### config.mk
export PLATFORM = sky130hd
export DESIGN_NAME = deadline_ordered_task_queue
export DESIGN_NICKNAME = d
export VERILOG_FILES = /design/src/hdl/dotq_pkg.sv /design/src/hdl/deadline_ordered_task_queue.sv /design/src/hdl/dotq_mem.sv /design/src/hdl/dotq_alu.sv
export VERILOG_INCLUDE_DIRS = /design/src /design/src/hdl
export SDC_FILE = /design/constraint.sdc
export NUM_CORES = 2
export LEC_CHECK = 0
export BUFFER_PORTS_ARGS = -buffer_cell sky130_fd_sc_hd__clkbuf_2
export CAP_MARGIN = 20
export CORE_ASPECT_RATIO = 1.75
export CORE_MARGIN = 2
export CORE_UTILIZATION = 55
export CTS_CLUSTER_DIAMETER = 30
export DETAILED_ROUTE_END_ITERATION = 12
export PLACE_DENSITY = 0.68
export SKIP_CTS_REPAIR_TIMING = 1
export SYNTH_ARGS = -nofsm -noshare
export SYNTH_HDL_FRONTEND = slang
export SYNTH_SLANG_ARGS = --single-unit
### constraint.sdc
create_clock -name clk -period 7.26 [get_ports clk]
set_input_delay 1.452 -clock clk [delete_from_list [all_inputs] [get_ports clk]]
set_output_delay 1.452 -clock clk [all_outputs]
set_load 0.02 [all_outputs]
### src/hdl/deadline_ordered_task_queue_macros.svh
// Assertion helpers shared by the task queue RTL.
`ifndef DEADLINE_ORDERED_TASK_QUEUE_MACROS_SVH
`define DEADLINE_ORDERED_TASK_QUEUE_MACROS_SVH

// A condition that must hold at every clock edge outside reset.
`define DOTQ_ASSERT_HOLDS(label, clk, rst_n, cond, msg) \
    label: assert property (@(posedge clk) disable iff (!rst_n) (cond)) \
        else $error(msg);

// A consequence that must hold in the same cycle as its trigger.
`define DOTQ_ASSERT_IMPLIES(label, clk, rst_n, ante, cons, msg) \
    label: assert property (@(posedge clk) disable iff (!rst_n) (ante) |-> (cons)) \
        else $error(msg);

// A consequence that must hold in the cycle after its trigger.
`define DOTQ_ASSERT_NEXT(label, clk, rst_n, ante, cons, msg) \
    label: assert property (@(posedge clk) disable iff (!rst_n) (ante) |=> (cons)) \
        else $error(msg);

`endif

### src/hdl/dotq_pkg.sv
`default_nettype none

package dotq_pkg;

    localparam int DEPTH       = 16;
    localparam int IDX_W       = $clog2(DEPTH);
    localparam int CNT_W       = $clog2(DEPTH + 1);
    localparam int ID_W        = 32;
    localparam int DL_W        = 32;
    localparam int CMD_W       = 3;
    localparam int COUNT_OUT_W = 5;
    localparam int STATUS_W    = 2;

    typedef enum logic [CMD_W-1:0] {
        CMD_INS_FRONT = 3'd0,
        CMD_INS_BACK  = 3'd1,
        CMD_POP       = 3'd2,
        CMD_SORT      = 3'd3,
        CMD_DELETE    = 3'd4
    } cmd_t;

    typedef enum logic [STATUS_W-1:0] {
        ST_OK       = 2'd0,
        ST_FULL     = 2'd1,
        ST_EMPTY    = 2'd2,
        ST_NOTFOUND = 2'd3
    } status_t;

    typedef struct packed {
        logic [ID_W-1:0] ident;
        logic [DL_W-1:0] deadline;
    } entry_t;

    // Operands of the shared compare and address unit.
    typedef struct packed {
        logic [DL_W-1:0]  dl_a;
        logic [DL_W-1:0]  dl_b;
        logic [ID_W-1:0]  id_a;
        logic [ID_W-1:0]  id_b;
        logic [IDX_W-1:0] base;
        logic [IDX_W-1:0] offset;
    } alu_req_t;

    typedef struct packed {
        logic             dl_gt;
        logic             id_eq;
        logic [IDX_W-1:0] addr;
    } alu_res_t;

    // Step a physical pointer around the circular storage.
    function automatic logic [IDX_W-1:0] ptr_inc(input logic [IDX_W-1:0] p);
        logic [IDX_W-1:0] r;
        if (p == IDX_W'(DEPTH - 1)) begin
            r = '0;
        end
        else begin
            r = p + IDX_W'(1);
        end
        return r;
    endfunction

endpackage

`default_nettype wire

### src/hdl/deadline_ordered_task_queue.sv
// Delete on a non-empty list scans and shifts together, visiting every entry; sort makes
// passes over the list, each one shorter than the last. One transaction is worked at a time
// through one memory port pair. A new input is taken in the cycle after the previous result
// is registered. Reset (rst_n low, asynchronous) empties the list; storage contents are not
// cleared.
`default_nettype none
`include "deadline_ordered_task_queue_macros.svh"

module deadline_ordered_task_queue (
    input  wire                                clk,
    input  wire                                rst_n,
    input  wire                                in_valid,
    output logic                               in_ready,
    input  wire  [dotq_pkg::CMD_W-1:0]         command,
    input  wire  [dotq_pkg::ID_W-1:0]          task_ident,
    input  wire  [dotq_pkg::DL_W-1:0]          task_deadline,
    output logic                               out_valid,
    input  wire                                out_ready,
    output logic                               popped_valid,
    output logic [dotq_pkg::ID_W-1:0]          popped_ident,
    output logic [dotq_pkg::DL_W-1:0]          popped_deadline,
    output logic [dotq_pkg::COUNT_OUT_W-1:0]   entry_count,
    output logic [dotq_pkg::STATUS_W-1:0]      status
);
    import dotq_pkg::*;

    // The sequencer walks the list one entry per cycle. Storage is a circular buffer:
    // head_reg is the physical slot of list position 0, so inserts at the front and pops
    // at the head move only the head pointer. Sort and delete stream entries through the
    // registered read port while writing back one slot behind.
    typedef enum logic [3:0] {
        S_IDLE,
        S_EXEC,
        S_POP_A,
        S_POP_B,
        S_SORT_A,
        S_SORT_B,
        S_SORT_STEP,
        S_SORT_TAIL,
        S_DEL_A,
        S_DEL_SCAN,
        S_DEL_SHIFT,
        S_DONE
    } state_t;

    state_t                 state_reg,     state_next;
    logic [IDX_W-1:0]       head_reg,      head_next;
    logic [CNT_W-1:0]       count_reg,     count_next;
    logic [IDX_W-1:0]       rd_ptr_reg,    rd_ptr_next;
    logic [IDX_W-1:0]       wr_ptr_reg,    wr_ptr_next;
    logic [IDX_W-1:0]       pos_reg,       pos_next;
    logic [CNT_W-1:0]       pass_end_reg,  pass_end_next;
    logic                   swapped_reg,   swapped_next;
    entry_t                 carry_reg,     carry_next;
    cmd_t                   cmd_reg,       cmd_next;
    logic [ID_W-1:0]        ident_reg,     ident_next;
    logic [DL_W-1:0]        dl_reg,        dl_next;
    logic                   res_pv_reg,    res_pv_next;
    logic [ID_W-1:0]        res_pid_reg,   res_pid_next;
    logic [DL_W-1:0]        res_pdl_reg,   res_pdl_next;
    status_t                res_status_reg, res_status_next;
    logic                   out_valid_reg, out_valid_next;
    logic                   out_pv_reg,    out_pv_next;
    logic [ID_W-1:0]        out_pid_reg,   out_pid_next;
    logic [DL_W-1:0]        out_pdl_reg,   out_pdl_next;
    logic [COUNT_OUT_W-1:0] out_count_reg, out_count_next;
    status_t                out_status_reg, out_status_next;

    logic             mem_we;
    logic [IDX_W-1:0] mem_waddr;
    entry_t           mem_wdata;
    entry_t           mem_rdata;
    alu_req_t         alu_req;
    alu_res_t         alu_res;

    logic [CNT_W:0]   pos_ext;
    logic             list_full;
    logic             list_empty;
    logic             last_cmp;
    logic             last_scan;
    logic             last_shift;

    dotq_mem u_mem (
        .clk   (clk),
        .we    (mem_we),
        .waddr (mem_waddr),
        .wdata (mem_wdata),
        .raddr (rd_ptr_reg),
        .rdata (mem_rdata)
    );

    // Shared unit: deadline compare for the sort, identifier match for delete,
    // and the modular address add for inserts and pops.
    dotq_alu u_alu (
        .req (alu_req),
        .res (alu_res)
    );

    always_comb
    begin
        alu_req.dl_a = carry_reg.deadline;
        alu_req.dl_b = mem_rdata.deadline;
        alu_req.id_a = mem_rdata.ident;
        alu_req.id_b = ident_reg;
        alu_req.base = head_reg;
        case (cmd_reg)
            CMD_INS_FRONT: alu_req.offset = IDX_W'(DEPTH - 1);
            CMD_POP:       alu_req.offset = IDX_W'(1);
            default:       alu_req.offset = IDX_W'(count_reg);
        endcase
    end

    assign pos_ext    = {1'b0, CNT_W'(pos_reg)};
    assign list_full  = (count_reg == CNT_W'(DEPTH));
    assign list_empty = (count_reg == '0);
    // The current sort step compares the last pair of this pass.
    assign last_cmp   = ((pos_ext + (CNT_W + 1)'(2)) == {1'b0, pass_end_reg});
    // The entry under the scan is the last one held.
    assign last_scan  = ((pos_ext + (CNT_W + 1)'(1)) == {1'b0, count_reg});
    // This shift write fills the next-to-last slot, closing the gap.
    assign last_shift = ((pos_ext + (CNT_W + 1)'(2)) == {1'b0, count_reg});

    assign in_ready = (state_reg == S_IDLE);

    always_comb
    begin
        state_next      = state_reg;
        head_next       = head_reg;
        count_next      = count_reg;
        rd_ptr_next     = rd_ptr_reg;
        wr_ptr_next     = wr_ptr_reg;
        pos_next        = pos_reg;
        pass_end_next   = pass_end_reg;
        swapped_next    = swapped_reg;
        carry_next      = carry_reg;
        cmd_next        = cmd_reg;
        ident_next      = ident_reg;
        dl_next         = dl_reg;
        res_pv_next     = res_pv_reg;
        res_pid_next    = res_pid_reg;
        res_pdl_next    = res_pdl_reg;
        res_status_next = res_status_reg;
        out_valid_next  = out_valid_reg;
        out_pv_next     = out_pv_reg;
        out_pid_next    = out_pid_reg;
        out_pdl_next    = out_pdl_reg;
        out_count_next  = out_count_reg;
        out_status_next = out_status_reg;
        mem_we          = 1'b0;
        mem_waddr       = wr_ptr_reg;
        mem_wdata       = carry_reg;

        // The output register empties when the downstream side takes the transaction.
        if (out_valid_reg && out_ready)
        begin
            out_valid_next = 1'b0;
        end

        case (state_reg)
            S_IDLE:
            begin
                if (in_valid)
                begin
                    cmd_next   = cmd_t'(command);
                    ident_next = task_ident;
                    dl_next    = task_deadline;
                    state_next = S_EXEC;
                end
            end

            S_EXEC:
            begin
                res_pv_next     = 1'b0;
                res_pid_next    = '0;
                res_pdl_next    = '0;
                res_status_next = ST_OK;
                state_next      = S_DONE;
                case (cmd_reg)
                    CMD_INS_FRONT:
                    begin
                        if (list_full)
                        begin
                            res_status_next = ST_FULL;
                        end
                        else
                        begin
                            // New head is one slot before the old one.
                            mem_we     = 1'b1;
                            mem_waddr  = alu_res.addr;
                            mem_wdata  = '{ident: ident_reg, deadline: dl_reg};
                            head_next  = alu_res.addr;
                            count_next = count_reg + CNT_W'(1);
                        end
                    end
                    CMD_INS_BACK:
                    begin
                        if (list_full)
                        begin
                            res_status_next = ST_FULL;
                        end
                        else
                        begin
                            mem_we     = 1'b1;
                            mem_waddr  = alu_res.addr;
                            mem_wdata  = '{ident: ident_reg, deadline: dl_reg};
                            count_next = count_reg + CNT_W'(1);
                        end
                    end
                    CMD_POP:
                    begin
                        if (list_empty)
                        begin
                            res_status_next = ST_EMPTY;
                        end
                        else
                        begin
                            rd_ptr_next = head_reg;
                            state_next  = S_POP_A;
                        end
                    end
                    CMD_SORT:
                    begin
                        if (count_reg > CNT_W'(1))
                        begin
                            rd_ptr_next   = head_reg;
                            pass_end_next = count_reg;
                            state_next    = S_SORT_A;
                        end
                    end
                    CMD_DELETE:
                    begin
                        if (list_empty)
                        begin
                            res_status_next = ST_NOTFOUND;
                        end
                        else
                        begin
                            rd_ptr_next = head_reg;
                            wr_ptr_next = head_reg;
                            pos_next    = '0;
                            state_next  = S_DEL_A;
                        end
                    end
                    default:
                    begin
                        // Unused command codes leave the list alone.
                    end
                endcase
            end

            S_POP_A:
            begin
                state_next = S_POP_B;
            end

            S_POP_B:
            begin
                res_pv_next  = 1'b1;
                res_pid_next = mem_rdata.ident;
                res_pdl_next = mem_rdata.deadline;
                head_next    = alu_res.addr;
                count_next   = count_reg - CNT_W'(1);
                state_next   = S_DONE;
            end

            S_SORT_A:
            begin
                rd_ptr_next = ptr_inc(rd_ptr_reg);
                state_next  = S_SORT_B;
            end

            S_SORT_B:
            begin
                // The first entry becomes the carried element of this pass.
                carry_next   = mem_rdata;
                rd_ptr_next  = ptr_inc(rd_ptr_reg);
                wr_ptr_next  = head_reg;
                pos_next     = '0;
                swapped_next = 1'b0;
                state_next   = S_SORT_STEP;
            end

            S_SORT_STEP:
            begin
                // The larger deadline travels on; ties keep their order.
                mem_we    = 1'b1;
                mem_waddr = wr_ptr_reg;
                if (alu_res.dl_gt)
                begin
                    mem_wdata    = mem_rdata;
                    swapped_next = 1'b1;
                end
                else
                begin
                    mem_wdata  = carry_reg;
                    carry_next = mem_rdata;
                end
                wr_ptr_next = ptr_inc(wr_ptr_reg);
                rd_ptr_next = ptr_inc(rd_ptr_reg);
                pos_next    = pos_reg + IDX_W'(1);
                if (last_cmp)
                begin
                    state_next = S_SORT_TAIL;
                end
            end

            S_SORT_TAIL:
            begin
                mem_we        = 1'b1;
                mem_waddr     = wr_ptr_reg;
                mem_wdata     = carry_reg;
                pass_end_next = pass_end_reg - CNT_W'(1);
                if (swapped_reg && (pass_end_reg > CNT_W'(2)))
                begin
                    rd_ptr_next = head_reg;
                    state_next  = S_SORT_A;
                end
                else
                begin
                    state_next = S_DONE;
                end
            end

            S_DEL_A:
            begin
                rd_ptr_next = ptr_inc(rd_ptr_reg);
                state_next  = S_DEL_SCAN;
            end

            S_DEL_SCAN:
            begin
                rd_ptr_next = ptr_inc(rd_ptr_reg);
                if (alu_res.id_eq)
                begin
                    if (last_scan)
                    begin
                        count_next = count_reg - CNT_W'(1);
                        state_next = S_DONE;
                    end
                    else
                    begin
                        state_next = S_DEL_SHIFT;
                    end
                end
                else
                begin
                    wr_ptr_next = ptr_inc(wr_ptr_reg);
                    pos_next    = pos_reg + IDX_W'(1);
                    if (last_scan)
                    begin
                        res_status_next = ST_NOTFOUND;
                        state_next      = S_DONE;
                    end
                end
            end

            S_DEL_SHIFT:
            begin
                // Entries behind the match move up by one slot.
                mem_we      = 1'b1;
                mem_waddr   = wr_ptr_reg;
                mem_wdata   = mem_rdata;
                wr_ptr_next = ptr_inc(wr_ptr_reg);
                rd_ptr_next = ptr_inc(rd_ptr_reg);
                pos_next    = pos_reg + IDX_W'(1);
                if (last_shift)
                begin
                    count_next = count_reg - CNT_W'(1);
                    state_next = S_DONE;
                end
            end

            S_DONE:
            begin
                if (!out_valid_reg || out_ready)
                begin
                    out_valid_next  = 1'b1;
                    out_pv_next     = res_pv_reg;
                    out_pid_next    = res_pid_reg;
                    out_pdl_next    = res_pdl_reg;
                    out_count_next  = COUNT_OUT_W'(count_reg);
                    out_status_next = res_status_reg;
                    state_next      = S_IDLE;
                end
            end

            default:
            begin
                state_next = S_IDLE;
            end
        endcase
    end

    always_ff @(posedge clk or negedge rst_n)
    begin
        if (!rst_n)
        begin
            state_reg      <= S_IDLE;
            head_reg       <= '0;
            count_reg      <= '0;
            rd_ptr_reg     <= '0;
            wr_ptr_reg     <= '0;
            pos_reg        <= '0;
            pass_end_reg   <= '0;
            swapped_reg    <= 1'b0;
            carry_reg      <= '0;
            cmd_reg        <= CMD_INS_FRONT;
            ident_reg      <= '0;
            dl_reg         <= '0;
            res_pv_reg     <= 1'b0;
            res_pid_reg    <= '0;
            res_pdl_reg    <= '0;
            res_status_reg <= ST_OK;
            out_valid_reg  <= 1'b0;
            out_pv_reg     <= 1'b0;
            out_pid_reg    <= '0;
            out_pdl_reg    <= '0;
            out_count_reg  <= '0;
            out_status_reg <= ST_OK;
        end
        else
        begin
            state_reg      <= state_next;
            head_reg       <= head_next;
            count_reg      <= count_next;
            rd_ptr_reg     <= rd_ptr_next;
            wr_ptr_reg     <= wr_ptr_next;
            pos_reg        <= pos_next;
            pass_end_reg   <= pass_end_next;
            swapped_reg    <= swapped_next;
            carry_reg      <= carry_next;
            cmd_reg        <= cmd_next;
            ident_reg      <= ident_next;
            dl_reg         <= dl_next;
            res_pv_reg     <= res_pv_next;
            res_pid_reg    <= res_pid_next;
            res_pdl_reg    <= res_pdl_next;
            res_status_reg <= res_status_next;
            out_valid_reg  <= out_valid_next;
            out_pv_reg     <= out_pv_next;
            out_pid_reg    <= out_pid_next;
            out_pdl_reg    <= out_pdl_next;
            out_count_reg  <= out_count_next;
            out_status_reg <= out_status_next;
        end
    end

    assign out_valid       = out_valid_reg;
    assign popped_valid    = out_pv_reg;
    assign popped_ident    = out_pid_reg;
    assign popped_deadline = out_pdl_reg;
    assign entry_count     = out_count_reg;
    assign status          = out_status_reg;

    // The held count never passes the storage depth.
    `DOTQ_ASSERT_HOLDS(a_count_bound, clk, rst_n, count_reg <= CNT_W'(DEPTH),
                       "entry count exceeds depth")
    // A full status is only reported while the list is really full.
    `DOTQ_ASSERT_IMPLIES(a_full_status, clk, rst_n,
                         (state_reg == S_DONE) && (res_status_reg == ST_FULL), list_full,
                         "full status on a list with room")
    // A delivered task always comes with an ok status.
    `DOTQ_ASSERT_IMPLIES(a_pop_status, clk, rst_n, out_valid_reg && out_pv_reg,
                         out_status_reg == ST_OK, "popped task without ok status")
    // A sort step never runs past the end of its pass.
    `DOTQ_ASSERT_NEXT(a_sort_walk, clk, rst_n, (state_reg == S_SORT_STEP) && last_cmp,
                      state_reg == S_SORT_TAIL, "sort pass overran its end")

endmodule

`default_nettype wire

### src/hdl/dotq_mem.sv
`default_nettype none

module dotq_mem (
    input  wire                          clk,
    input  wire                          we,
    input  wire  [dotq_pkg::IDX_W-1:0]   waddr,
    input  dotq_pkg::entry_t             wdata,
    input  wire  [dotq_pkg::IDX_W-1:0]   raddr,
    output dotq_pkg::entry_t             rdata
);
    import dotq_pkg::*;

    entry_t mem_array [DEPTH];
    entry_t rdata_reg;

    // One write port and one registered read port.
    always_ff @(posedge clk)
    begin
        if (we)
        begin
            mem_array[waddr] <= wdata;
        end
        rdata_reg <= mem_array[raddr];
    end

    assign rdata = rdata_reg;

endmodule

`default_nettype wire

### src/hdl/dotq_alu.sv
`default_nettype none

module dotq_alu (
    input  dotq_pkg::alu_req_t req,
    output dotq_pkg::alu_res_t res
);
    import dotq_pkg::*;

    logic [IDX_W:0] sum;
    logic [IDX_W:0] wrapped;

    // Address sum modulo the storage depth; both operands are below DEPTH.
    always_comb
    begin
        sum = {1'b0, req.base} + {1'b0, req.offset};
        if (sum >= (IDX_W + 1)'(DEPTH))
        begin
            wrapped = sum - (IDX_W + 1)'(DEPTH);
        end
        else
        begin
            wrapped = sum;
        end
    end

    assign res.dl_gt = (req.dl_a > req.dl_b);
    assign res.id_eq = (req.id_a == req.id_b);
    assign res.addr  = wrapped[IDX_W-1:0];

endmodule

`default_nettype wire

==> metrics.md <==
| Metric | Value |
|---|---|
| Status | `complete, no violations` |
| Finished Core Util | `63.17%` |
| Site Rows | `153` |
| Final setup violation count | `0` |
| Mean Syn Cell Area | `17.23 um^2` |
| CTS tree | `built` |
| Most common cell after layout, fill and taps aside | `edfxtp_1` |
| Internal power | `18.84 mW` |
| Synth Register Bits | `1390` |
| Routed Antenna Nets | `0` |
| Hold slack | `0.4928 ns` |
| Part of the cycle the worst path needs | `64.72%` |
| Warnings, synthesis | `0` |
| Req. time, crit path | `7.66 ns` |
| Cell variety after synth | `69` |
| Nets@finish | `3492` |
| Worst rel slew slack | `23.56%` |
| Final setup skew | `0.02467 ns` |
| Number of global-route vias before repair | `31.56k` |
| Root Driver | `clkbuf_16` |
| Syn Inst Count | `3199` |
| Clock Path Buffers | `3` |
| Leakage | `23.11 nW` |
| Number of port buffers | `144` |
| Detailed-route via count | `30.64k` |
| Mapped Nets | `3315` |
| Fill cells | `6896` |
| Avg WL per Cell | `28.29 um` |
| Critical Path Sink Type | `flop` |
| # IOs | `145` |
| Min-delay worst type | `flop to flop` |
| Die Y | `422.8 um` |
| Fin area | `62760 um^2` |
| 1st-pass router iterations | `7` |
| Crit path max fanout | `35` |
| Clk sinks | `1390` |
| CTS H-tree depth | `4` |
| FF-to-FF setup slack | `2.56 ns` |
| Total Die Area | `102900 um^2` |
| Largest net degree at the start of global routing | `131` |
| Synth Area in XOR/XNOR | `0.9057%` |
| Tmin final | `4.699 ns` |
| Ratio of cells with drive above 1 in the final layout | `25.81%` |
| Post-synthesis simple-gate area fraction | `2.679%` |
| Power Dens Cells | `454.7 nW/um^2` |
| Dpl ws | `2.656 ns` |
| RSZ-0062 raised after global routing | `false` |
| Sw Share | `33.99%` |
| Worst Path Arrival | `5.10 ns` |
| Synth Area in Compound Gates | `7.395%` |
| Critical path class | `flop to flop` |
| Max-Cap Viols | `0` |
| DRC viols | `0` |
| Asr flop ratio synth | `21.73%` |
| Peak VDD IR | `387.3 uV` |
| Synth Flop Type | `edfxtp_1` |
| Placed Instances | `4535` |
| Mux contribution to synthesized area | `14.38%` |
| Seq/Total Area, Yosys | `71.82%` |
| First-pass GRT wire length | `203600 um` |
| Main combinational cell family by area after synthesis | `multiplexers` |
| Setup Total Neg Slack | `0 ns` |
| All-Layer GR Usage | `26.79%` |
| Initial Util | `55.48%` |
| Clk_lat worst skew | `0.77 ns` |
| Via density per instance | `6.344` |
| CTS Buf Count | `155` |
| Core Footprint | `99350 um^2` |
| Part of the power in combinational logic | `29.1%` |
| Placer congestion estimate | `0.8889` |
| 1st-iter DRT viols | `2387` |
| Mapped Area | `55120 um^2` |
| Area after DPL | `57370 um^2` |
| Net Sw Power | `9.700 mW` |
| Final Hold Vio Count | `0` |
| Commonest non-fill, non-tap cells in the layout | `edfxtp_1 (1024), dfrtp_1 (298), mux2_2 (270)` |
| Post-Synth Adder-Cell Area | `1.035%` |
| Die W | `243.3 um` |
| Final Max Tran Viols | `0` |
| Detailed Route WL | `136600 um` |
| Total grt overflow | `0` |
| Initial antenna violation count | `2` |
| Measured slew at the worst slew-check pin | `1.144 ns` |
| Max Freq | `212.8 MHz` |
| Worst Setup Slack, final | `2.561 ns` |
| Total Power | `28.54 mW` |
| Non-filler cells in the finished layout | `4829` |
| Post-DP HPWL | `75410 um` |
| Area delta synth->final | `13.86%` |
| Clock slew at reported path FFs | `0.06 ns` |
| Critical path launch point type | `flop` |
| Largest register FFs | `1024` |
| Clock power frac | `28.2%` |
| EDFF count, synth | `1024` |
| Sequential cell fraction of total power | `42.7%` |
-- power by group through the flow --
stage	clock network, mW	registers (mW)	logic [mW]
floorplan	0	11.9	5.76
global placement	0	12.3	8.02
detailed placement	0	12.3	8.26
CTS	8.16	12.2	8.32
global route	8.46	12.3	8.95
finish	8.04	12.2	8.31
-- Yosys cell counts (64+ instances only) --
cell type | number | area [um^2]
mux2i_1 | 197 | 1972
edfxtp_1 | 1024 | 30750
o21ai_0 | 170 | 850.8
mux4_2 | 128 | 2883
a221o_1 | 65 | 650.6
a221oi_1 | 66 | 578.1
mux2_2 | 270 | 3040
a22oi_1 | 64 | 480.5
and2_1 | 67 | 419.2
clkbuf_1 | 98 | 367.9
a22o_1 | 64 | 560.5
nand2_1 | 105 | 394.1
dfrtp_1 | 302 | 7557
a21oi_1 | 103 | 515.5
dfxtp_1 | 64 | 1281
-- routing by layer --
layer / GRT usage [%] / part of all wire, % / vias up
met5: 0 / 0 / -
met4: 9.724 / 3.2 / 0
met3: 4.551 / 6.6 / 273
met2: 45.61 / 51 / 1260
met1: 34.78 / 39 / 16042
li1: - / - / 13061
-- cells by family (layout without fill, tap and decap cells) --
family                     Yosys count  after routing
buffers and inverters              226            537
other                                0              2
AOI/OAI and AO/OA                  585            585
and+or+nand+nor                    298            298
DFF                               1390           1390
adders and majority gates           45             45
xor gates and xnor gates            57             57
muxes                              598            598
-- final timing paths --
check,start,to,cells past startpoint
min in group asynchronous,rst_n,popped_deadline[13]$_DFFE_PN0P_,1
max in group asynchronous,rst_n,ident_reg[10]$_DFFE_PN0P_,2
setup / recovery,state_reg[0]$_DFFE_PN0P_,u_mem.mem_array[4][47]$_DFFE_PP_,7
setup reg to reg,state_reg[0]$_DFFE_PN0P_,u_mem.mem_array[4][47]$_DFFE_PP_,7
hold / removal,res_pid_reg[14]$_DFFE_PN0P_,res_pid_reg[14]$_DFFE_PN0P_,1
hold reg to reg,res_pid_reg[14]$_DFFE_PN0P_,res_pid_reg[14]$_DFFE_PN0P_,1
-- critical path, cell delays in order (launching register included) --
cell and delay [ns]:
dfrtp_1 0.75, nor2b_1 0.58, and3_2 0.84, mux2i_1 0.30, inv_1 0.16, nand2b_1 0.25
nor2_4 0.86, buf_4 0.55
-- cell type report --
| cell class | instances | area (um^2) | area share (%) |
|---|---|---|---|
| sequential | 1390 | 39600 | 63.10 |
| multi-input combinational | 1583 | 14720 | 23.45 |
| clock buffer | 186 | 4179 | 6.659 |
| tap | 1317 | 1648 | 2.626 |
| timing repair buffer | 199 | 1229 | 1.958 |
| clock inverter | 105 | 1204 | 1.918 |
| inverter | 47 | 176.4 | 0.2811 |
| antenna | 2 | 5.005 | 0.007974 |
(Power assumes the default switching activity.)
